File: src/hw/rtl/rtd_adc_to_temperature_defines.svh
// assertion macros for the rtd converter block
`ifndef RTD_ADC_TO_TEMPERATURE_DEFINES_SVH
`define RTD_ADC_TO_TEMPERATURE_DEFINES_SVH

`ifndef SYNTHESIS
// condition holds in the same cycle as the trigger
`define RTD_ASSERT_SAME(label, clk, rst, trig, cond) \
  label: assert property (@(posedge clk) disable iff (rst) (trig) |-> (cond)) \
    else $error("rtd assertion failed");
// condition holds in the cycle after the trigger
`define RTD_ASSERT_NEXT(label, clk, rst, trig, cond) \
  label: assert property (@(posedge clk) disable iff (rst) (trig) |=> (cond)) \
    else $error("rtd assertion failed");
`else
`define RTD_ASSERT_SAME(label, clk, rst, trig, cond)
`define RTD_ASSERT_NEXT(label, clk, rst, trig, cond)
`endif

`endif

File: src/hw/rtl/rtd_pkg.sv
// types, constants and the resistance table for the rtd converter block
`timescale 1ns / 1ps

package rtd_pkg;

  localparam int CODE_W  = 16;
  localparam int TEMP_W  = 13;
  localparam int RES_W   = 15;
  localparam int IDX_W   = 5;
  localparam int DVD_W   = 25;
  localparam int DSR_W   = 16;
  localparam int CNT_W   = 5;
  localparam int QUO1_W  = 11;
  localparam int QUO2_W  = 7;

  localparam logic [CODE_W-1:0] ADC_ZERO  = 16'h8000;
  localparam logic [CODE_W-1:0] ADC_LIMIT = 16'hC000;
  localparam logic [16:0]       ADC_SPAN  = 17'h10000;
  localparam logic [DVD_W-1:0]  RREF_OHMS = 25'd2000;
  localparam logic [IDX_W-1:0]  IDX_LAST  = 5'd30;

  localparam logic signed [TEMP_W-1:0] T_FIRST = -13'sd500;
  localparam logic [11:0]              T_STEP  = 12'd100;

  localparam logic [RES_W-1:0] RES_TABLE [0:31] = '{
    15'd8031,  15'd8427,  15'd8822,  15'd9216,  15'd9609,  15'd10000, 15'd10390, 15'd10779,
    15'd11167, 15'd11554, 15'd11940, 15'd12324, 15'd12708, 15'd13090, 15'd13471, 15'd13851,
    15'd14229, 15'd14607, 15'd14983, 15'd15358, 15'd15733, 15'd16105, 15'd16477, 15'd16848,
    15'd17217, 15'd17586, 15'd17953, 15'd18319, 15'd18684, 15'd19047, 15'd19410, 15'd19771
  };

  function automatic logic [RES_W-1:0] res_at(input logic [IDX_W-1:0] i);
    return RES_TABLE[i];
  endfunction

  typedef enum logic {
    DIV_RES,
    DIV_INTERP
  } div_sel_t;

  typedef struct packed {
    logic     load;
    logic     div_start;
    div_sel_t div_sel;
    logic     scale;
    logic     idx_clear;
    logic     idx_inc;
  } rtd_cmd_t;

  typedef struct packed {
    logic code_ok;
    logic r_below;
    logic hit;
    logic idx_last;
    logic div_busy;
  } rtd_status_t;

endpackage

File: src/hw/rtl/rtd_if.sv
// valid/ready channel interfaces for converter words and temperatures
`timescale 1ns / 1ps

interface rtd_in_if;
  logic        valid;
  logic        ready;
  logic [15:0] adc_code;

  modport source (output valid, output adc_code, input ready);
  modport sink (input valid, input adc_code, output ready);
endinterface

interface rtd_out_if;
  logic               valid;
  logic               ready;
  logic signed [12:0] temp_decicelsius;
  logic               temp_valid;

  modport source (output valid, output temp_decicelsius, output temp_valid, input ready);
  modport sink (input valid, input temp_decicelsius, input temp_valid, output ready);
endinterface

File: src/hw/rtl/rtd_div.sv
// restoring divider, one quotient bit per cycle
`timescale 1ns / 1ps

module rtd_div (
  input  logic                      clk,
  input  logic                      rst,
  input  logic                      start,
  input  logic [rtd_pkg::DVD_W-1:0] dividend,
  input  logic [rtd_pkg::DSR_W-1:0] divisor,
  output logic                      busy,
  output logic [rtd_pkg::DVD_W-1:0] quotient
);
  import rtd_pkg::*;

  logic [DVD_W-1:0] acc;
  logic [DSR_W:0]   rem;
  logic [DSR_W-1:0] dsr;
  logic [CNT_W-1:0] count;
  logic [DSR_W:0]   rem_sh;
  logic             fits;

  assign rem_sh   = {rem[DSR_W-1:0], acc[DVD_W-1]};
  assign fits     = rem_sh >= {1'b0, dsr};
  assign busy     = count != '0;
  assign quotient = acc;

  always_ff @(posedge clk) begin
    if (rst) begin
      count <= '0;
    end else if (start) begin
      count <= CNT_W'(DVD_W);
    end else if (busy) begin
      count <= count - 1'b1;
    end
  end

  // dividend shifts out the top while quotient bits enter the bottom
  always_ff @(posedge clk) begin
    if (start) begin
      acc <= dividend;
      rem <= '0;
      dsr <= divisor;
    end else if (busy) begin
      acc <= {acc[DVD_W-2:0], fits};
      rem <= fits ? rem_sh - {1'b0, dsr} : rem_sh;
    end
  end

endmodule

File: src/hw/rtl/rtd_datapath.sv
// resistance, table scan and interpolation datapath
`timescale 1ns / 1ps

module rtd_datapath (
  input  logic                              clk,
  input  logic                              rst,
  input  rtd_pkg::rtd_cmd_t                 cmd,
  input  logic [rtd_pkg::CODE_W-1:0]        adc_code,
  output rtd_pkg::rtd_status_t              status,
  output logic signed [rtd_pkg::TEMP_W-1:0] temp
);
  import rtd_pkg::*;

  logic [CODE_W-1:0] code;
  logic [RES_W-1:0]  r;
  logic [IDX_W-1:0]  idx;

  logic [DVD_W-1:0]  dvd;
  logic [DSR_W-1:0]  dsr;
  logic              div_busy;
  logic [DVD_W-1:0]  quo;
  logic [RES_W-1:0]  lo;
  logic [RES_W-1:0]  hi;
  logic [RES_W-1:0]  offs;
  logic [11:0]       base;

  assign lo   = res_at(idx);
  assign hi   = res_at(IDX_W'(idx + 1'b1));
  assign offs = r - lo;

  always_comb begin
    case (cmd.div_sel)
      DIV_RES: begin
        dvd = DVD_W'(code[CODE_W-2:0]) * RREF_OHMS;
        dsr = DSR_W'(ADC_SPAN - {1'b0, code});
      end
      DIV_INTERP: begin
        dvd = DVD_W'(offs) * DVD_W'(T_STEP);
        dsr = DSR_W'(hi - lo);
      end
      default: begin
        dvd = '0;
        dsr = '0;
      end
    endcase
  end

  rtd_div u_div (
    .clk      (clk),
    .rst      (rst),
    .start    (cmd.div_start),
    .dividend (dvd),
    .divisor  (dsr),
    .busy     (div_busy),
    .quotient (quo)
  );

  always_ff @(posedge clk) begin
    if (cmd.load) begin
      code <= adc_code;
    end
    if (cmd.scale) begin
      r <= RES_W'({4'b0, quo[QUO1_W-1:0]} * 15'd10);
    end
  end

  always_ff @(posedge clk) begin
    if (rst) begin
      idx <= '0;
    end else if (cmd.idx_clear) begin
      idx <= '0;
    end else if (cmd.idx_inc) begin
      idx <= idx + 1'b1;
    end
  end

  assign status.code_ok  = (code >= ADC_ZERO) && (code <= ADC_LIMIT);
  assign status.r_below  = r < res_at('0);
  assign status.hit      = r < hi;
  assign status.idx_last = idx == IDX_LAST;
  assign status.div_busy = div_busy;

  assign base = 12'(idx) * T_STEP;
  assign temp = T_FIRST + $signed({1'b0, base}) + $signed({6'b0, quo[QUO2_W-1:0]});

endmodule

File: src/hw/rtl/rtd_ctrl.sv
// sequencer for range check, two divisions and the table scan
`timescale 1ns / 1ps

module rtd_ctrl (
  input  logic                 clk,
  input  logic                 rst,
  input  logic                 in_valid,
  output logic                 in_ready,
  input  rtd_pkg::rtd_status_t status,
  input  logic                 out_free,
  output rtd_pkg::rtd_cmd_t    cmd,
  output logic                 res_write,
  output logic                 res_ok
);
  import rtd_pkg::*;

  typedef enum logic [3:0] {
    S_IDLE,
    S_CHECK,
    S_DIV1,
    S_WAIT1,
    S_SCALE,
    S_SEARCH,
    S_DIV2,
    S_WAIT2,
    S_FINISH
  } state_t;

  state_t state;

  assign in_ready  = state == S_IDLE;
  assign res_write = (state == S_FINISH) && out_free;

  always_comb begin
    cmd           = '0;
    cmd.div_sel   = DIV_RES;
    cmd.load      = in_ready && in_valid;
    case (state)
      S_DIV1: begin
        cmd.div_start = 1'b1;
      end
      S_SCALE: begin
        cmd.scale     = 1'b1;
        cmd.idx_clear = 1'b1;
      end
      S_SEARCH: begin
        cmd.idx_inc = !status.r_below && !status.hit && !status.idx_last;
      end
      S_DIV2: begin
        cmd.div_start = 1'b1;
        cmd.div_sel   = DIV_INTERP;
      end
      S_WAIT2: begin
        cmd.div_sel = DIV_INTERP;
      end
      default: begin
        cmd.div_sel = DIV_RES;
      end
    endcase
  end

  always_ff @(posedge clk) begin
    if (rst) begin
      state  <= S_IDLE;
      res_ok <= 1'b0;
    end else begin
      case (state)
        S_IDLE: begin
          if (in_valid) begin
            state <= S_CHECK;
          end
        end
        S_CHECK: begin
          if (status.code_ok) begin
            state <= S_DIV1;
          end else begin
            res_ok <= 1'b0;
            state  <= S_FINISH;
          end
        end
        S_DIV1: begin
          state <= S_WAIT1;
        end
        S_WAIT1: begin
          if (!status.div_busy) begin
            state <= S_SCALE;
          end
        end
        S_SCALE: begin
          state <= S_SEARCH;
        end
        S_SEARCH: begin
          if (status.r_below) begin
            res_ok <= 1'b0;
            state  <= S_FINISH;
          end else if (status.hit) begin
            res_ok <= 1'b1;
            state  <= S_DIV2;
          end else if (status.idx_last) begin
            // at or above the last table point
            res_ok <= 1'b0;
            state  <= S_FINISH;
          end
        end
        S_DIV2: begin
          state <= S_WAIT2;
        end
        S_WAIT2: begin
          if (!status.div_busy) begin
            state <= S_FINISH;
          end
        end
        S_FINISH: begin
          if (out_free) begin
            state <= S_IDLE;
          end
        end
        default: begin
          state <= S_IDLE;
        end
      endcase
    end
  end

endmodule

File: src/hw/rtl/rtd_adc_to_temperature.sv
// PT1000 converter word to temperature, top level
// Takes one 16-bit offset-binary converter word per transaction and returns
// one temperature in tenths of a degree Celsius with a valid flag; codes
// outside 0x8000..0xC000, and resistances outside the table, give valid 0 and
// temperature 0. One item at a time: a word that lands in the table goes
// through two passes of the shared 25-bit restoring divider (sensor
// resistance, then the interpolation fraction, each with a wait for the
// divider to finish) and a linear scan of up to 31 table segments, one per
// cycle, between them; a word whose resistance falls below or above the
// table ends after the first division and the scan, and a code outside
// 0x8000..0xC000 ends after the range check. The result shows in the same
// cycle as the next word can be taken. A finished result waits in the
// output register while the next word is taken.
`timescale 1ns / 1ps
`include "rtd_adc_to_temperature_defines.svh"

module rtd_adc_to_temperature (
  input  logic             clk,
  input  logic             rst,
  rtd_in_if.sink           sample,
  rtd_out_if.source        result
);
  import rtd_pkg::*;

  rtd_cmd_t                 cmd;
  rtd_status_t              status;
  logic                     out_free;
  logic                     res_write;
  logic                     res_ok;
  logic signed [TEMP_W-1:0] temp;
  logic                     out_valid;
  logic signed [TEMP_W-1:0] out_temp;
  logic                     out_ok;

  assign out_free = !out_valid || result.ready;

  rtd_ctrl u_ctrl (
    .clk       (clk),
    .rst       (rst),
    .in_valid  (sample.valid),
    .in_ready  (sample.ready),
    .status    (status),
    .out_free  (out_free),
    .cmd       (cmd),
    .res_write (res_write),
    .res_ok    (res_ok)
  );

  rtd_datapath u_datapath (
    .clk      (clk),
    .rst      (rst),
    .cmd      (cmd),
    .adc_code (sample.adc_code),
    .status   (status),
    .temp     (temp)
  );

  always_ff @(posedge clk) begin
    if (rst) begin
      out_valid <= 1'b0;
    end else if (res_write) begin
      out_valid <= 1'b1;
    end else if (result.ready) begin
      out_valid <= 1'b0;
    end
  end

  always_ff @(posedge clk) begin
    if (res_write) begin
      out_temp <= res_ok ? temp : '0;
      out_ok   <= res_ok;
    end
  end

  assign result.valid            = out_valid;
  assign result.temp_decicelsius = out_temp;
  assign result.temp_valid       = out_ok;

  `RTD_ASSERT_NEXT(a_busy_after_accept, clk, rst, sample.valid && sample.ready, !sample.ready)
  `RTD_ASSERT_SAME(a_invalid_is_zero, clk, rst, result.valid && !result.temp_valid,
                   result.temp_decicelsius == '0)
  `RTD_ASSERT_SAME(a_temp_in_range, clk, rst, result.valid && result.temp_valid,
                   result.temp_decicelsius >= -13'sd500 && result.temp_decicelsius <= 13'sd2599)
  `RTD_ASSERT_NEXT(a_write_shows, clk, rst, res_write, result.valid)

endmodule
File: src/flat_wrapper.sv
// flat-port wrapper written by rule: the top's interface ports become plain ports
module rtd_adc_to_temperature_flat import rtd_pkg::*;
  (clk, rst, sample_valid, sample_adc_code, sample_ready, result_valid, result_temp_decicelsius, result_temp_valid, result_ready);
  rtd_in_if sample_i ();
  rtd_out_if result_i ();
  input  logic clk;
  input  logic rst;
  input wire logic [$bits(sample_i.valid)-1:0] sample_valid;
  input wire logic [$bits(sample_i.adc_code)-1:0] sample_adc_code;
  output wire logic [$bits(sample_i.ready)-1:0] sample_ready;
  output wire logic [$bits(result_i.valid)-1:0] result_valid;
  output wire logic [$bits(result_i.temp_decicelsius)-1:0] result_temp_decicelsius;
  output wire logic [$bits(result_i.temp_valid)-1:0] result_temp_valid;
  input wire logic [$bits(result_i.ready)-1:0] result_ready;
  assign sample_i.valid = sample_valid;
  assign sample_i.adc_code = sample_adc_code;
  assign sample_ready = sample_i.ready;
  assign result_valid = result_i.valid;
  assign result_temp_decicelsius = result_i.temp_decicelsius;
  assign result_temp_valid = result_i.temp_valid;
  assign result_i.ready = result_ready;
  rtd_adc_to_temperature u_core (.clk(clk), .rst(rst), .sample(sample_i), .result(result_i));
endmodule
File: config.mk
export PLATFORM = sky130hd
export DESIGN_NAME = rtd_adc_to_temperature_flat
export DESIGN_NICKNAME = d
export VERILOG_FILES = /design/src/hw/rtl/rtd_pkg.sv /design/src/hw/rtl/rtd_if.sv /design/src/hw/rtl/rtd_div.sv /design/src/hw/rtl/rtd_datapath.sv /design/src/hw/rtl/rtd_ctrl.sv /design/src/hw/rtl/rtd_adc_to_temperature.sv /design/src/flat_wrapper.sv
export VERILOG_INCLUDE_DIRS = /design/src /design/src/hw/rtl
export SDC_FILE = /design/constraint.sdc
export NUM_CORES = 1
export LEC_CHECK = 0
export ABC_AREA = 1
export BUFFER_PORTS_ARGS = -buffer_cell sky130_fd_sc_hd__buf_2
export CORE_MARGIN = 1
export CORE_UTILIZATION = 40
export CTS_CLUSTER_DIAMETER = 100
export DETAILED_ROUTE_END_ITERATION = 10
export PLACE_DENSITY = 0.69
export SLEW_MARGIN = 20
export SYNTH_ARGS = -nofsm -noshare
export SYNTH_HDL_FRONTEND = slang
export SYNTH_SLANG_ARGS = --single-unit
File: constraint.sdc
create_clock -name clk -period 5.2 [get_ports clk]
set_input_delay 1.04 -clock clk [delete_from_list [all_inputs] [get_ports clk]]
set_output_delay 1.04 -clock clk [all_outputs]
set_load 0.02 [all_outputs]
Word-level counts from Yosys, hierarchy flattened
Memory sizes are Yosys's and may differ from the RTL's.
Cells that the tools add are included.
- magnitude comparators: 7
- $mul: 4
- muxes and demuxes: 31
- add/subtract/negate cells: 8
- bitwise gates (word level): 3
- equal/unequal tests: 15
- reduce and logical (&&, ||, !) cells: 21
- operators by type and width (cell ; count):
    15-bit two-way mux ; 4
    25-bit two-way mux ; 2
    25-bit one-hot mux with 2 select lines ; 1
    4-bit one-hot mux with 9 select lines ; 1
    4-bit two-way mux ; 8
    16-bit one-hot mux with 2 select lines ; 1
    15-bit by 7-bit multiplier with 21-bit output (second input constant) ; 1
    15-bit by 5-bit multiplier with 20-bit output (second input constant) ; 1
    17-bit by 16-bit greater-or-equal comparator with 1-bit output ; 1
    4-bit by 3-bit == test with 1-bit output (second input constant) ; 4
    16-bit greater-or-equal comparator (second input constant) ; 1
    16-bit less-or-equal comparator (second input constant) ; 1
    16-bit two-way mux ; 1
    1-bit by 16-bit subtractor with 16-bit output (first input constant) ; 1
    15-bit by 15-bit subtractor with 16-bit output ; 1
    16-bit subtractor ; 1
    15-bit by 13-bit < comparator with 1-bit output (second input constant) ; 1
    15-bit < comparator ; 1
    15-bit subtractor ; 1
    11-bit by 3-bit multiplier with 14-bit output (second input constant) ; 1
    10-bit by 13-bit adder with 13-bit output (first input constant) ; 1
    13-bit by 8-bit adder with 13-bit output ; 1
    6-bit greater-or-equal comparator (second input constant) ; 2
    5-bit NOT with 6-bit output ; 2
    other kinds (23) ; 49
- memories kept: 2
- register bits: 117
- output and inout bits: 16
- memory bits (read-only): 960
- memory list (name ; depth ; width ; read ports ; clocked after Yosys merged registers in ; write ports ; RTL line ; text):
    (no name shown) ; 32 ; 15 ; 1 ; 0 ; 0 ; rtd_pkg.sv:33 ; return RES_TABLE[i];
    (no name shown) ; 32 ; 15 ; 1 ; 0 ; 0 ; rtd_pkg.sv:33 ;

Longest topological paths before layout
- depth after elaboration: 10
- mapped depth: 37
- mapped depth without buffers: 36

Cells and area by module
A second synthesis with hierarchy kept.
- cells, all modules: 1997
- area total of the unflattened synthesis: 14908.0 sq um
- modules (own cells, without submodules) (module ; times used ; cells an instance ; area an instance (sq um) ; sequential area each (sq um)):
    rtd_datapath ; 1 ; 1379 ; 10064.7 ; 1001.0
    rtd_div ; 1 ; 494 ; 3803.6 ; 1651.6
    rtd_adc_to_temperature ; 1 ; 46 ; 565.5 ; 440.4
    rtd_ctrl ; 1 ; 78 ; 474.2 ; 100.1

Worst setup path after synthesis
OpenSTA, ideal clock, no wires.
- path kind: flip-flop to flip-flop
- start: reg u_core.u_datapath.idx[0]
- end: reg u_core.u_datapath.u_div.acc[21], in the netlist u_core.u_datapath.u_div.quotient[21], data pin
- buffers on the path: 2
- setup time: 0.256 ns
- arrival: 5.165 ns
- cell stages (with the launch flop): 34
- path slack: -0.221 ns
- cell sequence: dfxtp_1 > buf_6 > inv_1 > ha_1 > buf_4 > inv_1 > nand2_1 > nand3_1 > o21ai_0 > o21ai_0 > ha_1 > nand2_1 > inv_1 > a21oi_2 > nand2_2 > nand2_2 > nand2_2 > xor2_2 > ha_1 > ha_1 > inv_1 > fa_1 > inv_1 > ha_1 > a21oi_1 > inv_1 > a21oi_1 > inv_1 > a21oi_1 > nand3b_1 > nand3_1 > nand2_1 > nand2_1 > nand2_1
- longest elaborated chain between the ends: 8
- ends and longest elaborated chain (element ; RTL line ; text):
    start: declaration ; rtd_datapath.sv:16 ; logic [IDX_W-1:0] idx;
    start signal: assignment ; rtd_datapath.sv:73 ; idx <= idx + 1'b1;
    5-bit NOT with 6-bit output (not written as such) ; rtd_pkg.sv:33 ;
    memory 32 x 15 bit ; - ;
    15-bit two-way mux (not written as such) (2 in series) ; rtd_pkg.sv:33 ;
    15-bit subtractor ; rtd_datapath.sv:29 ; assign offs = r - lo;
    15-bit by 5-bit multiplier with 20-bit output ; rtd_datapath.sv:38 ; dvd = DVD_W'(offs) * DVD_W'(T_STEP);
    25-bit one-hot mux with 2 select lines ; rtd_datapath.sv:32 ; case (cmd.div_sel)
    25-bit two-way mux ; rtd_div.sv:39 ; if (start) begin
    end signal: assignment ; rtd_div.sv:40 ; acc <= dividend;
    end signal: assignment ; rtd_div.sv:44 ; acc <= {acc[DVD_W-2:0], fits};
    end: declaration ; rtd_div.sv:15 ; logic [DVD_W-1:0] acc;
No other way between the ends. The select of a mux whose other input is x is not followed.
A chain may end at the register's enable or synchronous reset.

Worst setup path in the final report
- start: reg u_core.u_datapath.idx[3]
- end: reg u_core.u_datapath.u_div.acc[19], in the netlist u_core.u_datapath.u_div.quotient[19], data pin
Same word-level chain as after synthesis.

==> run_results.csv <==
group,metric,value,unit
logic_synthesis,synth_edf_count,85,
clocking,clkLatencyLatePin,440,ps
timing,maxSlewHeadroom,0.254,
timing,rsz0062_at_grt,"true",
setup_path,cp_top_family,"simple AND/OR/NAND/NOR gates",
timing,fin_crit_sh,0.993,
clocking,clkSlewWorstSetupHoldPaths,60,ps
global_route,grt_max_degree,49,
detailed_routing,met3_length,1870,µm
setup_path,path_buf_inv,7,
timing,fin_setup_tns,0,ps
setup_path,worstSetupEndpointType,"register",
cells_and_area,final_cell_mix,"nand2_1 (337), inv_1 (278), ha_1 (203)",
detailed_routing,wl_met1,17400,µm
place,placed_cell_area,16000,µm²
clocking,cts_root_buf,"clkbuf_16",
clocking,h-tree-depth,4,
timing,hold_violations,0,
setup_path,slowest_stage,"dfxtp_1",
timing,max_freq,194,MHz
floorplanning,die_w,192,µm
logic_synthesis,yosys_warnings,0,
cells_and_area,diodes,0,
timing,final-setup-viol-count,0,
floorplanning,rows,69,
detailed_routing,dr.pass1.iters,5,
global_route,antenna_found_initial,0,
place,dp_hpwl,31300,µm
logic_synthesis,ys_ff_latch,117,
detailed_routing,wire_per_inst,15.8,µm
cells_and_area,final_area,17600,µm²
setup_path,worstPathArrival,5350,ps
setup_path,cp_num_cells,28,
logic_synthesis,synthFlopType,"edfxtp_1",
cells_and_area,syn2layout_area_growth,21.4,%
setup_path,reg2reg_depth,28,
detailed_routing,routed-via-count,13185,
floorplanning,fp.coreArea,35600,µm²
min_path,hold_path.class,"register to register",
cells_and_area,final_common_cell,"nand2_1",
min_path,min_path_cells,2,
detailed_routing,drt_iter0_drc,698,
timing,timing.hold.ws,515,ps
global_route,grt_overflow,0,
power,switching_power,3770,µW
power,power_density,451,nW/µm²
logic_synthesis,postSynthAreaPerCell,7.70,µm²
setup_path,max_stage_delay,590,ps
floorplanning,io_pins,36,
setup_path,path_class,"register to register",
global_route,grtUsageTotal,0.218,
clocking,numCtsBuffers,17,
detailed_routing,dr.max_layer_used,"met4",
floorplanning,start_util,0.407,
cells_and_area,drive_gt1_frac,0.211,
clocking,ctsLongestPathBuffers,2,
detailed_routing,routed_wl,39800,µm
setup_path,crit_top_cell,"inv_1",
detailed_routing,ant_nets,0,
logic_synthesis,syn-cell-area,14500,µm²
place,io_buffers,35,
logic_synthesis,ys_types,61,
timing,drv_slew,0,
logic_synthesis,postSynthCellCount,1881,
setup_path,critPathRequiredTime,5390,ps
floorplanning,die_y,192,µm
power,vdd_ir_drop_max,0.000339,V
setup_path,start_kind,"register",
run,cap_violations,0,
detailed_routing,drc,0,
timing,fin_crit,5160,ps
clocking,cts_tree,"done",
power,power,7930,µW
clocking,cts_sinks,117,
timing,fin_skew,11.6,ps
power,seq_power_share,0.200,
logic_synthesis,syn_nets,2197,
power,p_int,4160,µW
global_route,grt_first_pass_wirelength,63300,µm
global_route,grt_pass1_vias,12716,
power,power_leakage,0.00873,µW
detailed_routing,vias_per_cell,5.23,
timing,worstMarginPinSlew,1110,ps
logic_synthesis,ys_async_sr_fraction,0,
logic_synthesis,seq_area_frac_synth,0.220,
power,power_frac_comb,0.651,
power,switching_share,0.475,
power,pwr-share-clk,0.149,
detailed_routing,met2_length,19300,µm
cells_and_area,final_nets,2366,
place,finalWeightedCongestion,0.982,
status,outcome,"completed",
floorplanning,die_area,37000,µm²
setup_path,worstPathMaxFanout,17,
[kinds of logic after synthesis]
group	Yosys count	synth area share
xor gates and xnor gates	52	0.0338
adders and majority gates	296	0.289
AOI/OAI and AO/OA	368	0.141
DFF	117	0.220
and+or+nand+nor	696	0.217
buffers and inverters	352	0.0989
[synthesized netlist by cell type (7+ instances only)]
| cell | count | area (µm²) |
|---|---|---|
| nand4_1 | 13 | 81.3 |
| nand2_1 | 364 | 1370 |
| o211ai_1 | 7 | 52.6 |
| inv_1 | 301 | 1130 |
| dfxtp_1 | 32 | 641 |
| nand2_4 | 8 | 90.1 |
| a21o_1 | 10 | 75.1 |
| nand3b_1 | 7 | 52.6 |
| a211oi_1 | 8 | 60.1 |
| a21oi_1 | 134 | 671 |
| nor2_1 | 112 | 420 |
| buf_6 | 12 | 135 |
| ha_1 | 231 | 2890 |
| nand2_2 | 23 | 144 |
| nor3_1 | 15 | 75.1 |
| nand3_1 | 116 | 581 |
| edfxtp_1 | 85 | 2550 |
| inv_2 | 8 | 30.0 |
| fa_1 | 65 | 1300 |
| o21ai_0 | 150 | 751 |
| xnor2_1 | 11 | 96.3 |
| clkbuf_1 | 21 | 78.8 |
| xor2_1 | 38 | 333 |
| a31oi_1 | 16 | 100 |
[final cells by class]
type / count / area [µm²]
fill: 3382 / 18000
multi-input combinational: 1412 / 10600
sequential: 117 / 3200
timing repair buffer: 189 / 1400
inverter: 313 / 1190
tap: 461 / 577
clock buffer: 20 / 489
clock inverter: 11 / 95.1
[sequential cells by signal, summed over array words and instances (netlist names)]
register                          cells
u_core.u_ctrl.state                   4
u_core.u_datapath.u_div.quotient     25
u_core.u_ctrl.res_ok                  1
u_core.result.temp_decicelsius       13
u_core.u_datapath.u_div.rem          16
u_core.u_datapath.r                  14
u_core.result.temp_valid              1
u_core.u_datapath.code               16
u_core.result.valid                   1
u_core.u_datapath.u_div.count         5
u_core.u_datapath.idx                 5
u_core.u_datapath.u_div.dsr          16
[per-layer routing]
| layer | up-vias | GRT usage |
|---|---|---|
| li1 | 6589 | - |
| met1 | 6171 | 0.274 |
| met2 | 342 | 0.373 |
| met3 | 83 | 0.0338 |
| met4 | 0 | 0.0830 |
| met5 | - | 0 |
[power groups by stage]
stage | clock (µW) | sequential (µW) | combinational, µW
6_report | 1180 | 1580 | 5160
5_1_grt | 1240 | 1610 | 5920
4_1_cts | 1200 | 1580 | 5040
3_5_place_dp | 0 | 1600 | 4970
3_3_place_gp | 0 | 1590 | 4850
2_1_floorplan | 0 | 1530 | 3820
[through the flow]
step | util | std cells | worst slack, ps
2_1_floorplan | - | 1881 | 36.4
3_3_place_gp | 0.449 | 2454 | -112
3_5_place_dp | 0.449 | 2454 | -170
4_1_cts | 0.472 | 2505 | 2.39
5_1_grt | 0.494 | 2523 | -156
6_report | 0.494 | 2523 | 36.1
[worst min-delay path, stage by stage (launching register included)]
cell and delay, ps:
edfxtp_1 310, nand2_1 50, nand2_1 50
[path summary, 6_finish.rpt]
kind,endpoint,start,slack [ps]
worst max register to register,u_core.u_datapath.u_div.quotient[19],u_core.u_datapath.idx[3],40
worst min register to register,u_core.u_datapath.u_div.quotient[17],u_core.u_datapath.u_div.quotient[16],510
worst min-delay path,u_core.u_datapath.u_div.quotient[17],u_core.u_datapath.u_div.quotient[16],510
worst max-delay path,u_core.u_datapath.u_div.quotient[19],u_core.u_datapath.idx[3],40
[what timing repair did]
action	4_1_cts	5_1_grt
pin swaps	11	79
hold buffers	0	0
setup buffers	20	18
resized for setup	21	153
endpoints found under the setup margin	8	19
No activity file was read; power rests on OpenSTA's default activity.
